[src/sv/bulk_only_transport_monitor_core_assert.svh]
// Assertion macros shared by the bulk-only transport monitor RTL
`ifndef BULK_ONLY_TRANSPORT_MONITOR_CORE_ASSERT_SVH
`define BULK_ONLY_TRANSPORT_MONITOR_CORE_ASSERT_SVH

// same-cycle implication, checked on i_clk outside reset
`define BOT_ASSERT_NOW(lbl, ante, cons, msg) \
    lbl: assert property (@(posedge i_clk) disable iff (!i_rst_n) \
        (ante) |-> (cons)) else $error(msg);

// next-cycle implication, checked on i_clk outside reset
`define BOT_ASSERT_NEXT(lbl, ante, cons, msg) \
    lbl: assert property (@(posedge i_clk) disable iff (!i_rst_n) \
        (ante) |=> (cons)) else $error(msg);

`endif

[src/sv/bot_pkg.sv]
// Types and constants of the bulk-only transport monitor
package bot_pkg;

    localparam int CHANNELS     = 8;
    // only eight channels have register bits
    localparam int MAP_CHANNELS = (CHANNELS < 8) ? CHANNELS : 8;
    localparam int SEL_W        = (MAP_CHANNELS > 1) ? $clog2(MAP_CHANNELS) : 1;
    localparam int CH_W         = 3;
    localparam int ADDR_W       = 5;

    localparam logic [15:0] CMD_WRAPPER_BYTES = 16'd31;
    localparam logic [31:0] CMD_SIGNATURE     = 32'h4342_5355;
    localparam logic [31:0] STS_SIGNATURE     = 32'h5342_5355;
    localparam logic [4:0]  MIN_CB_LENGTH     = 5'd1;
    localparam logic [4:0]  MAX_CB_LENGTH     = 5'd16;
    localparam logic [10:0] MAX_PACKET_RESET  = 11'd64;

    typedef enum logic [2:0] {
        REG_CHANNEL_ENABLE = 3'd0,
        REG_IN_EP_MAP      = 3'd1,
        REG_OUT_EP_MAP     = 3'd2,
        REG_MAX_LUN_MAP    = 3'd3,
        REG_MAX_PACKET     = 3'd4
    } t_reg_idx;

    typedef enum logic [1:0] {
        PH_IDLE   = 2'd0,
        PH_DATA   = 2'd1,
        PH_STATUS = 2'd2
    } t_phase;

    typedef enum logic [3:0] {
        EV_IGNORED      = 4'd0,
        EV_CMD_DATA     = 4'd1,
        EV_CMD_NODATA   = 4'd2,
        EV_BAD_SIZE     = 4'd3,
        EV_BAD_SIG      = 4'd4,
        EV_BAD_CBLEN    = 4'd5,
        EV_BAD_LUN      = 4'd6,
        EV_DATA         = 4'd7,
        EV_DATA_DONE    = 4'd8,
        EV_STATUS_OK    = 4'd9,
        EV_BAD_STS_SIG  = 4'd10,
        EV_TAG_MISMATCH = 4'd11,
        EV_BAD_SEQUENCE = 4'd12
    } t_event;

    typedef struct packed {
        logic        kind;
        logic [3:0]  endpoint;
        logic        transfer_ok;
        logic [15:0] byte_length;
        logic [31:0] signature;
        logic [31:0] wrapper_tag;
        logic [31:0] expected_bytes;
        logic [3:0]  lun;
        logic [4:0]  command_length;
        logic [7:0]  opcode;
        logic [7:0]  status_byte;
    } t_in_word;

    typedef struct packed {
        t_event           event_res;
        logic [CH_W-1:0]  channel;
        logic [7:0]       command_opcode;
        logic [7:0]       wrapper_status;
        logic [31:0]      bytes_so_far;
    } t_out_word;

endpackage

[src/sv/bot_in_if.sv]
// Valid/ready channel carrying one summarized bulk transfer
interface bot_in_if;
    logic              valid;
    logic              ready;
    bot_pkg::t_in_word data;

    modport source(output valid, output data, input ready);
    modport sink(input valid, input data, output ready);
endinterface

[src/sv/bot_out_if.sv]
// Valid/ready channel carrying one monitor event
interface bot_out_if;
    logic               valid;
    logic               ready;
    bot_pkg::t_out_word data;

    modport source(output valid, output data, input ready);
    modport sink(input valid, input data, output ready);
endinterface

[src/sv/bulk_only_transport_monitor_core.sv]
// Bulk-only transport monitor: channel match, phase tracking and event output
//
//  port     | dir | handshake           | word
//  ---------+-----+---------------------+-------------------------------
//  i_in     | in  | valid/ready         | one finished bulk transfer
//  o_out    | out | valid/ready         | one event per transfer
//  apb      | in  | psel/penable/pwrite | register write, pready tied high
//
// An accepted word goes through the input register, then one pass of match, check and
// state update into the result register.
// A new word is taken every cycle unless the result is stalled; state updates land at
// the same edge the result loads, so the next word sees them.
// A stalled result holds the input register; i_in.ready drops only when both
// registers are full and o_out.ready is low.
// Synchronous active-low reset clears phases, counts, tags and registers.
module bulk_only_transport_monitor_core (
    input  logic                         i_clk,
    input  logic                         i_rst_n,
    input  logic                         psel,
    input  logic                         penable,
    input  logic                         pwrite,
    input  logic [bot_pkg::ADDR_W-1:0]   paddr,
    input  logic [31:0]                  pwdata,
    output logic [31:0]                  prdata,
    output logic                         pready,
    bot_in_if.sink                       i_in,
    bot_out_if.source                    o_out
);

    // configuration registers
    logic [7:0]  r_enable;
    logic [31:0] r_in_ep_map;
    logic [31:0] r_out_ep_map;
    logic [31:0] r_lun_map;
    logic [10:0] r_max_packet;

    // per-channel state
    bot_pkg::t_phase r_phase    [bot_pkg::MAP_CHANNELS];
    logic [31:0]     r_count    [bot_pkg::MAP_CHANNELS];
    logic [31:0]     r_tag      [bot_pkg::MAP_CHANNELS];
    logic [31:0]     r_expected [bot_pkg::MAP_CHANNELS];

    logic               r_in_valid;
    bot_pkg::t_in_word  r_in;
    logic               r_out_valid;
    bot_pkg::t_out_word r_out;

    logic                     w_advance;
    logic                     w_cfg_write;
    bot_pkg::t_reg_idx        w_reg_idx;
    logic [31:0]              w_map;
    logic                     w_found;
    logic [bot_pkg::SEL_W-1:0] w_sel;
    bot_pkg::t_phase          w_phase_cur;
    logic [31:0]              w_count_cur;
    logic [32:0]              w_sum_wide;
    logic [31:0]              w_sum;
    logic                     w_data_end;
    logic                     w_cblen_bad;
    logic                     w_lun_bad;
    bot_pkg::t_event          w_event;
    bot_pkg::t_phase          n_phase;
    logic [31:0]              n_count;
    logic                     w_save_cmd;
    bot_pkg::t_out_word       n_out;

    // ---------------- handshake ----------------
    assign w_advance   = r_in_valid && (!r_out_valid || o_out.ready);
    assign i_in.ready  = !r_in_valid || w_advance;
    assign o_out.valid = r_out_valid;
    assign o_out.data  = r_out;

    always_ff @(posedge i_clk) begin
        if (!i_rst_n) begin
            r_in_valid  <= 1'b0;
            r_out_valid <= 1'b0;
        end else begin
            if (i_in.valid && i_in.ready) begin
                r_in_valid <= 1'b1;
            end else if (w_advance) begin
                r_in_valid <= 1'b0;
            end
            if (w_advance) begin
                r_out_valid <= 1'b1;
            end else if (o_out.ready) begin
                r_out_valid <= 1'b0;
            end
        end
    end

    always_ff @(posedge i_clk) begin
        if (i_in.valid && i_in.ready) begin
            r_in <= i_in.data;
        end
        if (w_advance) begin
            r_out <= n_out;
        end
    end

    // ---------------- configuration ----------------
    assign pready      = 1'b1;
    assign w_cfg_write = psel && penable && pwrite;
    assign w_reg_idx   = bot_pkg::t_reg_idx'(paddr[bot_pkg::ADDR_W-1:2]);

    always_ff @(posedge i_clk) begin
        if (!i_rst_n) begin
            r_enable     <= '0;
            r_in_ep_map  <= '0;
            r_out_ep_map <= '0;
            r_lun_map    <= '0;
            r_max_packet <= bot_pkg::MAX_PACKET_RESET;
        end else if (w_cfg_write) begin
            unique case (w_reg_idx)
                bot_pkg::REG_CHANNEL_ENABLE: r_enable     <= pwdata[7:0];
                bot_pkg::REG_IN_EP_MAP:      r_in_ep_map  <= pwdata;
                bot_pkg::REG_OUT_EP_MAP:     r_out_ep_map <= pwdata;
                bot_pkg::REG_MAX_LUN_MAP:    r_lun_map    <= pwdata;
                bot_pkg::REG_MAX_PACKET:     r_max_packet <= pwdata[10:0];
                default: ;
            endcase
        end
    end

    always_comb begin
        unique case (w_reg_idx)
            bot_pkg::REG_CHANNEL_ENABLE: prdata = {24'd0, r_enable};
            bot_pkg::REG_IN_EP_MAP:      prdata = r_in_ep_map;
            bot_pkg::REG_OUT_EP_MAP:     prdata = r_out_ep_map;
            bot_pkg::REG_MAX_LUN_MAP:    prdata = r_lun_map;
            bot_pkg::REG_MAX_PACKET:     prdata = {21'd0, r_max_packet};
            default:                     prdata = '0;
        endcase
    end

    // ---------------- channel match ----------------
    assign w_map = r_in.kind ? r_in_ep_map : r_out_ep_map;

    // scan from the top so the lowest matching channel wins
    always_comb begin
        w_found = 1'b0;
        w_sel   = '0;
        for (int i = bot_pkg::MAP_CHANNELS - 1; i >= 0; i--) begin
            if (r_enable[i] && (w_map[4*i +: 4] == r_in.endpoint)) begin
                w_found = 1'b1;
                w_sel   = bot_pkg::SEL_W'(i);
            end
        end
    end

    assign w_phase_cur = r_phase[w_sel];
    assign w_count_cur = r_count[w_sel];

    // saturating byte count
    assign w_sum_wide = {1'b0, w_count_cur} + {17'd0, r_in.byte_length};
    assign w_sum      = w_sum_wide[32] ? 32'hFFFF_FFFF : w_sum_wide[31:0];
    assign w_data_end = (r_in.byte_length < {5'd0, r_max_packet})
                     || (w_sum >= r_expected[w_sel])
                     || (r_in.kind && !r_in.transfer_ok);

    assign w_cblen_bad = (r_in.command_length < bot_pkg::MIN_CB_LENGTH)
                      || (r_in.command_length > bot_pkg::MAX_CB_LENGTH);
    assign w_lun_bad   = r_in.lun > r_lun_map[{w_sel, 2'b00} +: 4];

    // ---------------- event decision ----------------
    always_comb begin
        w_event = bot_pkg::EV_IGNORED;
        if (w_found) begin
            unique case (w_phase_cur)
                bot_pkg::PH_DATA: begin
                    w_event = w_data_end ? bot_pkg::EV_DATA_DONE : bot_pkg::EV_DATA;
                end
                bot_pkg::PH_IDLE: begin
                    if (r_in.kind) begin
                        w_event = bot_pkg::EV_BAD_SEQUENCE;
                    end else if (r_in.byte_length != bot_pkg::CMD_WRAPPER_BYTES) begin
                        w_event = bot_pkg::EV_BAD_SIZE;
                    end else if (r_in.signature != bot_pkg::CMD_SIGNATURE) begin
                        w_event = bot_pkg::EV_BAD_SIG;
                    end else if (w_cblen_bad) begin
                        w_event = bot_pkg::EV_BAD_CBLEN;
                    end else if (w_lun_bad) begin
                        w_event = bot_pkg::EV_BAD_LUN;
                    end else if (r_in.expected_bytes == 32'd0) begin
                        w_event = bot_pkg::EV_CMD_NODATA;
                    end else begin
                        w_event = bot_pkg::EV_CMD_DATA;
                    end
                end
                bot_pkg::PH_STATUS: begin
                    if (!r_in.kind) begin
                        w_event = bot_pkg::EV_BAD_SEQUENCE;
                    end else if (r_in.signature != bot_pkg::STS_SIGNATURE) begin
                        w_event = bot_pkg::EV_BAD_STS_SIG;
                    end else if (r_in.wrapper_tag != r_tag[w_sel]) begin
                        w_event = bot_pkg::EV_TAG_MISMATCH;
                    end else begin
                        w_event = bot_pkg::EV_STATUS_OK;
                    end
                end
                default: w_event = bot_pkg::EV_BAD_SEQUENCE;
            endcase
        end
    end

    // ---------------- next state of the matched channel ----------------
    always_comb begin
        n_phase    = w_phase_cur;
        n_count    = w_count_cur;
        w_save_cmd = 1'b0;
        case (w_event) inside
            bot_pkg::EV_CMD_DATA: begin
                n_phase    = bot_pkg::PH_DATA;
                n_count    = '0;
                w_save_cmd = 1'b1;
            end
            bot_pkg::EV_CMD_NODATA: begin
                n_phase    = bot_pkg::PH_STATUS;
                n_count    = '0;
                w_save_cmd = 1'b1;
            end
            // wrapper of right size: tag and length saved even when a check fails
            bot_pkg::EV_BAD_SIG, bot_pkg::EV_BAD_CBLEN, bot_pkg::EV_BAD_LUN: begin
                n_count    = '0;
                w_save_cmd = 1'b1;
            end
            bot_pkg::EV_DATA: begin
                n_count = w_sum;
            end
            bot_pkg::EV_DATA_DONE: begin
                n_phase = bot_pkg::PH_STATUS;
                n_count = w_sum;
            end
            bot_pkg::EV_STATUS_OK, bot_pkg::EV_BAD_STS_SIG, bot_pkg::EV_TAG_MISMATCH: begin
                n_phase = bot_pkg::PH_IDLE;
            end
            default: ;
        endcase
    end

    always_ff @(posedge i_clk) begin
        if (!i_rst_n) begin
            for (int i = 0; i < bot_pkg::MAP_CHANNELS; i++) begin
                r_phase[i]    <= bot_pkg::PH_IDLE;
                r_count[i]    <= '0;
                r_tag[i]      <= '0;
                r_expected[i] <= '0;
            end
        end else if (w_advance && w_found) begin
            r_phase[w_sel] <= n_phase;
            r_count[w_sel] <= n_count;
            if (w_save_cmd) begin
                r_tag[w_sel]      <= r_in.wrapper_tag;
                r_expected[w_sel] <= r_in.expected_bytes;
            end
        end
    end

    // ---------------- result word ----------------
    always_comb begin
        n_out                = '0;
        n_out.event_res      = w_event;
        n_out.channel        = w_found ? bot_pkg::CH_W'(w_sel) : '0;
        n_out.bytes_so_far   = w_found ? n_count : '0;
        case (w_event) inside
            bot_pkg::EV_CMD_DATA, bot_pkg::EV_CMD_NODATA: begin
                n_out.command_opcode = r_in.opcode;
            end
            bot_pkg::EV_STATUS_OK: begin
                n_out.wrapper_status = r_in.status_byte;
            end
            default: ;
        endcase
    end

    // ---------------- assertions ----------------
    `include "bulk_only_transport_monitor_core_assert.svh"

    `BOT_ASSERT_NOW(a_ignored_zero, r_out_valid && (r_out.event_res == bot_pkg::EV_IGNORED), (r_out.channel == '0) && (r_out.bytes_so_far == '0), "ignored event with nonzero fields")
    `BOT_ASSERT_NOW(a_status_echo, r_out_valid && (r_out.wrapper_status != '0), r_out.event_res == bot_pkg::EV_STATUS_OK, "status byte echoed outside status ok")
    `BOT_ASSERT_NOW(a_opcode_echo, r_out_valid && (r_out.command_opcode != '0), (r_out.event_res == bot_pkg::EV_CMD_DATA) || (r_out.event_res == bot_pkg::EV_CMD_NODATA), "opcode echoed outside command ok")
    `BOT_ASSERT_NEXT(a_input_held, r_in_valid && !w_advance, r_in_valid, "pending transfer dropped")

endmodule
[src/flat_wrapper.sv]
// flat-port wrapper written by rule: the top's interface ports become plain ports
module bulk_only_transport_monitor_core_flat 
  (i_clk, i_rst_n, psel, penable, pwrite, paddr, pwdata, prdata, pready, i_in_valid, i_in_data, i_in_ready, o_out_valid, o_out_data, o_out_ready);
  bot_in_if i_in_i ();
  bot_out_if o_out_i ();
  input  logic i_clk;
  input  logic i_rst_n;
  input  logic psel;
  input  logic penable;
  input  logic pwrite;
  input  logic [bot_pkg::ADDR_W-1:0] paddr;
  input  logic [31:0] pwdata;
  output logic [31:0] prdata;
  output logic pready;
  input wire logic [$bits(i_in_i.valid)-1:0] i_in_valid;
  input wire logic [$bits(i_in_i.data)-1:0] i_in_data;
  output wire logic [$bits(i_in_i.ready)-1:0] i_in_ready;
  output wire logic [$bits(o_out_i.valid)-1:0] o_out_valid;
  output wire logic [$bits(o_out_i.data)-1:0] o_out_data;
  input wire logic [$bits(o_out_i.ready)-1:0] o_out_ready;
  assign i_in_i.valid = i_in_valid;
  assign i_in_i.data = i_in_data;
  assign i_in_ready = i_in_i.ready;
  assign o_out_valid = o_out_i.valid;
  assign o_out_data = o_out_i.data;
  assign o_out_i.ready = o_out_ready;
  bulk_only_transport_monitor_core u_core (.i_clk(i_clk), .i_rst_n(i_rst_n), .psel(psel), .penable(penable), .pwrite(pwrite), .paddr(paddr), .pwdata(pwdata), .prdata(prdata), .pready(pready), .i_in(i_in_i), .o_out(o_out_i));
endmodule
[config.mk]
export PLATFORM = sky130hd
export DESIGN_NAME = bulk_only_transport_monitor_core_flat
export DESIGN_NICKNAME = d
export VERILOG_FILES = /design/src/sv/bot_pkg.sv /design/src/sv/bot_in_if.sv /design/src/sv/bot_out_if.sv /design/src/sv/bulk_only_transport_monitor_core.sv /design/src/flat_wrapper.sv
export VERILOG_INCLUDE_DIRS = /design/src /design/src/sv
export SDC_FILE = /design/constraint.sdc
export NUM_CORES = 2
export LEC_CHECK = 0
export ABC_AREA = 1
export BUFFER_PORTS_ARGS = -buffer_cell sky130_fd_sc_hd__buf_2
export CAP_MARGIN = 25
export CORE_ASPECT_RATIO = 0.75
export CORE_MARGIN = 2
export CORE_UTILIZATION = 55
export CTS_CLUSTER_DIAMETER = 150
export DETAILED_ROUTE_END_ITERATION = 10
export PLACE_DENSITY_LB_ADDON = 0.25
export RECOVER_POWER = 50
export SYNTH_ARGS = -nofsm -noshare
export SYNTH_HDL_FRONTEND = slang
export SYNTH_SLANG_ARGS = --single-unit
[constraint.sdc]
create_clock -name i_clk -period 14.55 [get_ports i_clk]
set_input_delay 1.455 -clock i_clk [delete_from_list [all_inputs] [get_ports i_clk]]
set_output_delay 1.455 -clock i_clk [all_outputs]
set_load 0.05 [all_outputs]
; ---- After elaboration in Yosys (flattened, before gate mapping)
; Memories as Yosys holds them, arrays and structs flattened.
; Index checks and enable logic that the tools add are counted.
[totals]
ramBits = 784
inputBits = 187
memories = 4
output_inout_bits = 90
reg_bits = 315
[memory_table]
columns = memory, words, word_bits, read_ports, rd_ports_with_merged_regs, wr, line
row1 = u_core.r_count, 8, 32, 1, 0, 8, bulk_only_transport_monitor_core.sv:39  ; logic [31:0] r_count [bot_pkg::MAP_CHANNELS];
row2 = u_core.r_expected, 8, 32, 1, 0, 8, bulk_only_transport_monitor_core.sv:41  ; logic [31:0] r_expected [bot_pkg::MAP_CHANNELS];
row3 = u_core.r_tag, 8, 32, 1, 0, 8, bulk_only_transport_monitor_core.sv:40  ; logic [31:0] r_tag [bot_pkg::MAP_CHANNELS];
row4 = u_core.r_phase, 8, 2, 1, 0, 8, bulk_only_transport_monitor_core.sv:38  ; bot_pkg::t_phase r_phase [bot_pkg::MAP_CHANNELS];
[op_classes]
n_lt_le_gt_ge = 5
n_shift = 1
bitwise_logic = 1
n_reduce_logical = 40
n_mux = 69
n_addsub = 1
eq_ne = 28
[op_table]
columns = operator, count
row1 = 2-to-1 mux 32 bit, 10
row2 = case mux 32 bit (5 select lines), 1
row3 = OR reduction 32 bit, 3
row4 = inequality test 32 x 31 -> 1 bit (second input constant), 2
row5 = 2-to-1 mux 3 bit, 12
row6 = 2-to-1 mux 4 bit, 9
row7 = adder 32 x 16 -> 33 bit, 1
row8 = equality test 4 bit, 8
row9 = >= comparator 32 bit, 1
row10 = zero test 32 bit, 1
row11 = inequality test 32 bit, 1
row12 = variable part select 32 x 6 -> 4 bit, 1
row13 = 2-to-1 mux 1 bit, 27
row14 = 2-to-1 mux 2 bit, 9
row15 = equality test 4 x 3 -> 1 bit (second input constant), 4
row16 = equality test 4 bit (second input constant), 4
row17 = less-than comparator 16 x 11 -> 1 bit, 1
row18 = inequality test 16 x 5 -> 1 bit (second input constant), 1
row19 = logical AND 1 bit, 14
row20 = case mux 4 bit (3 select lines), 1
row21 = AND reduction 2 bit, 5
row22 = OR reduction 3 bit, 3
row23 = equality test 3 x 2 -> 1 bit (second input constant), 2
row24 = > comparator 5 bit (second input constant), 1
row25 = 15 further kinds, 23

; ---- Depth between registers and ports, before layout
[logic_depth]
word_depth = 31
depth_mapped = 64
depth_no_buf = 59

; ---- Worst setup path before layout
; Ideal clock, no wire load.
[synth_timing]
path_kind = reg2reg
start = register u_core.r_in[142] (netlist bit)
end = memory u_core.r_expected[1][0], enable pin
setup_slack_ps = 4904
setup_ps = 424
t_arrival_ps = 9222
path_buffers = 8
stages_incl_launch_ff = 58
required_ps = 14126
synth_period_minus_slack_ps = 9646
cell_sequence = edfxtp_1 > inv_2 > buf_4 > buf_6 > nand2_1 > a21oi_1 > nor2_1 > nand3_1 > nand2_1 > inv_2 > nand2_2 > nor2_2 > a21oi_2 > nand2_2 > buf_2 > buf_4 > clkbuf_1 > o22ai_1 > (+22 left out) > o21ai_0 > nand2_1 > o211ai_1 > a21oi_1 > o2111ai_1 > nor2_1 > nand4_1 > nand3_1 > nand2_1 > nor2_1 > inv_1 > a21oi_1 > nor2_4 > inv_2 > nand2_1 > buf_2 > buf_4 > nand2_1
[synth_lines]
columns = element, line
row1 = "start, declared", bulk_only_transport_monitor_core.sv:44  ; bot_pkg::t_in_word r_in;
row2 = "start signal, assigned", bulk_only_transport_monitor_core.sv:93  ; r_in <= i_in.data;
row3 = "end, declared", bulk_only_transport_monitor_core.sv:41

==> results.ini <==
[grt]
grt_util_all_layers=0.316
grt_overflow=0
grt_max_degree=92
grt_pass1_wl_um=218000
antenna_found_initial=3
first_global_vias=35500

[die]
start_util=0.552
die_h_um=263
dieArea_um2=92000
fp.dieW_um=350
pin_count=277
core_um2=89100
row_count=95

[clocking]
cts_setup_buffers=0
numCtsBuffers=106
post_cts_resized=0
tritoncts=built
worstSkewPairLatency_ns=0.71
cts_root_buf=clkbuf_16
holdBufCountCts=0
clk_path_buf_depth=3
cts.clk_slew.worst_paths_ns=0.06
cts_max_level=3
clock_sinks=1099

[sta]
tns_ns=0
relSlewSlack=-1.81
finalHoldViolCount=0
finalCriticalPeriod_ns=12.98
setup_viol=0
fmaxAchievable_mhz=77.0
rsz0062_at_grt=false
worst_slack_ns=1.57
period_share=0.892
fin_skew_ns=0.0288
worstMarginPinSlew_ns=4.21
finalMaxSlewViolations=801

[cells_and_area]
layoutNonFillerInstCount=6264
drive_gt1_frac=0.0922
regArea_um2=31800
nets=5261
syn_to_final_growth_pct=11.3
n_fill_cell=7270
multi_input_area_um2=14800

[synthesis]
synthAdderAreaFrac=0.0162
synth_most_common_cell=nor2_1
yosys.area_share.xor_xnor=0.00462
synth.top_cells.by_count=nor2_1, edfxtp_1, nand2_1, inv_1, nand3_1
ys_seq_area_frac=0.646
synth_nets=5057
synth_cell_types=55
synthFlopType=edfxtp_1
synth_edf_count=982
synth_area_leaders=edfxtp_1, nor2_1, nand2_1
yosys.area_share.simple=0.211
mappedNetlistArea_um2=49300
synth_cells=4807
avgSynthCellArea_um2=10.2
synth_top_area_frac=0.599
synth_area_leader_cell=edfxtp_1
synth.area.mux_share=0
synth-compound-area-share=0.0665
synth_top_family_by_area=simple AND/OR/NAND/NOR gates
ys_ff_latch=1099
yosys_warnings=0
async_flop_share=0

[critical_path]
worstSetupEndpointType=register
timing_worst_setup_path_type=register to register
reg2reg_from=u_core.r_in[142]
worstPathArrival_ns=13.32
slowest_delay_ns=1.09
critPathRequiredTime_ns=14.89
worstPathMaxFanout=71
slowest_stage=inv_1
start_kind=register
crit_start=u_core.r_in[142]

[detailed_routing]
vias=37700
first_pass_iters=6
wl_per_cell_um=23.5
drt_wl_total_um=147000
drt_iter0_markers=5000
vias_per_cell=6.02
drt.antenna.violating_nets=0
drc=0

[placed_design]
placed_cells=6066
place.gp.congestion=0.893
hpwl_um=83700
port_buffers=273
dp_slack_ns=2.77

[pwr]
p_per_area_nw_per_um2=123
power_w=0.00677
peakVddDrop_mv=0.109
leakage_nw=22.1

[flow_run]
max-cap-violations=21

[worst_hold_path]
min_path_type=register to register
min_from=u_core.r_out_ep_map[28]

[status]
status=finished with violations
violations=capacitance limit, slew limit

## cells by family (layout without fill, tap and decap cells)
logic type,Yosys count,after routing
AOI/OAI and AO/OA,531,531
xor gates and xnor gates,26,26
adders and majority gates,63,63
buffers and inverters,650,941
DFF,1099,1099
other,1,3
and+or+nand+nor,2437,2437
## sequential cells by signal, indices dropped and copies added, names as in the netlist
| signal | flops |
|---|---|
| u_core.r_in | 143 |
| u_core.r_enable | 8 |
| u_core.r_expected | 256 |
| u_core.r_out_ep_map | 32 |
| u_core.r_in_ep_map | 32 |
| u_core.r_in_valid | 1 |
| u_core.r_tag | 256 |
| u_core.r_count | 256 |
| u_core.r_max_packet | 11 |
| u_core.o_out.valid | 1 |
| u_core.r_lun_map | 32 |
| u_core.r_phase | 16 |
| u_core.o_out.data | 55 |
## stage by stage
stage	util	hold slack (ns)	area [um^2]
global placement	0.579	0.455	51700
CTS	0.619	0.473	55100
finish	0.615	0.475	54800
floorplan	-	0.439	49300
global route	0.615	0.506	54800
detailed placement	0.580	0.459	51700
## cell type report
cell class	count	share of cell area
flip-flops and latches	1099	0.581
multi-input cells	3058	0.270
clock buffers	137	0.0528
repair buffers	358	0.0331
inverters	388	0.0266
well taps	1164	0.0266
clock inverters	58	0.0104
diodes	2	0.0000913
## worst max-delay path: cells and delay by family, from the launching register on
kind / cells / cell delay (ns)
adders and majority gates: 3 / 0.93
buffers and inverters: 11 / 3.43
DFF: 1 / 0.41
and+or+nand+nor: 23 / 5.40
AOI/OAI and AO/OA: 11 / 2.35
## final timing paths
check / slack (ns) / depth (start not counted) / end
worst max-delay path: 1.57 / 48 / u_core.r_tag[4][24]
worst max register to register: 1.57 / 48 / u_core.r_tag[4][24]
worst min register to register: 0.48 / 2 / u_core.r_out_ep_map[28]
worst min-delay path: 0.48 / 2 / u_core.r_out_ep_map[28]
## routing by layer
metal | track usage | vias to the layer above | share of wire
met3 | 0.0708 | 377 | 0.13
met4 | 0.120 | 2 | 0.038
met1 | 0.449 | 18000 | 0.40
met2 | 0.477 | 2417 | 0.44
li1 | - | 16900 | -
met5 | 0 | - | 0.000088
## layout by cell type (no fill, tap or decap), drive strengths merged, types with 13 or more instances in the layout
cell type / n
or2: 14
a21oi: 75
o22ai: 178
nand3b: 87
ha: 62
clkinv: 115
a22o: 39
or4: 13
nand2: 709
nor4: 29
o21ai: 161
buf: 246
dfxtp: 117
a22oi: 22
nor3: 22
xor2: 17
clkbuf: 249
edfxtp: 982
inv: 319
a221oi: 15
nand3: 228
nand4: 100
nor2: 1227
## power by group
part	switching (W)	leakage (nW)	internal (W)
registers	0.0000459	11.0	0.00354
logic	0.000288	9.46	0.0000978
clock network	0.00121	1.71	0.00158
total	0.00155	22.1	0.00522
(Power assumes the default switching activity.)
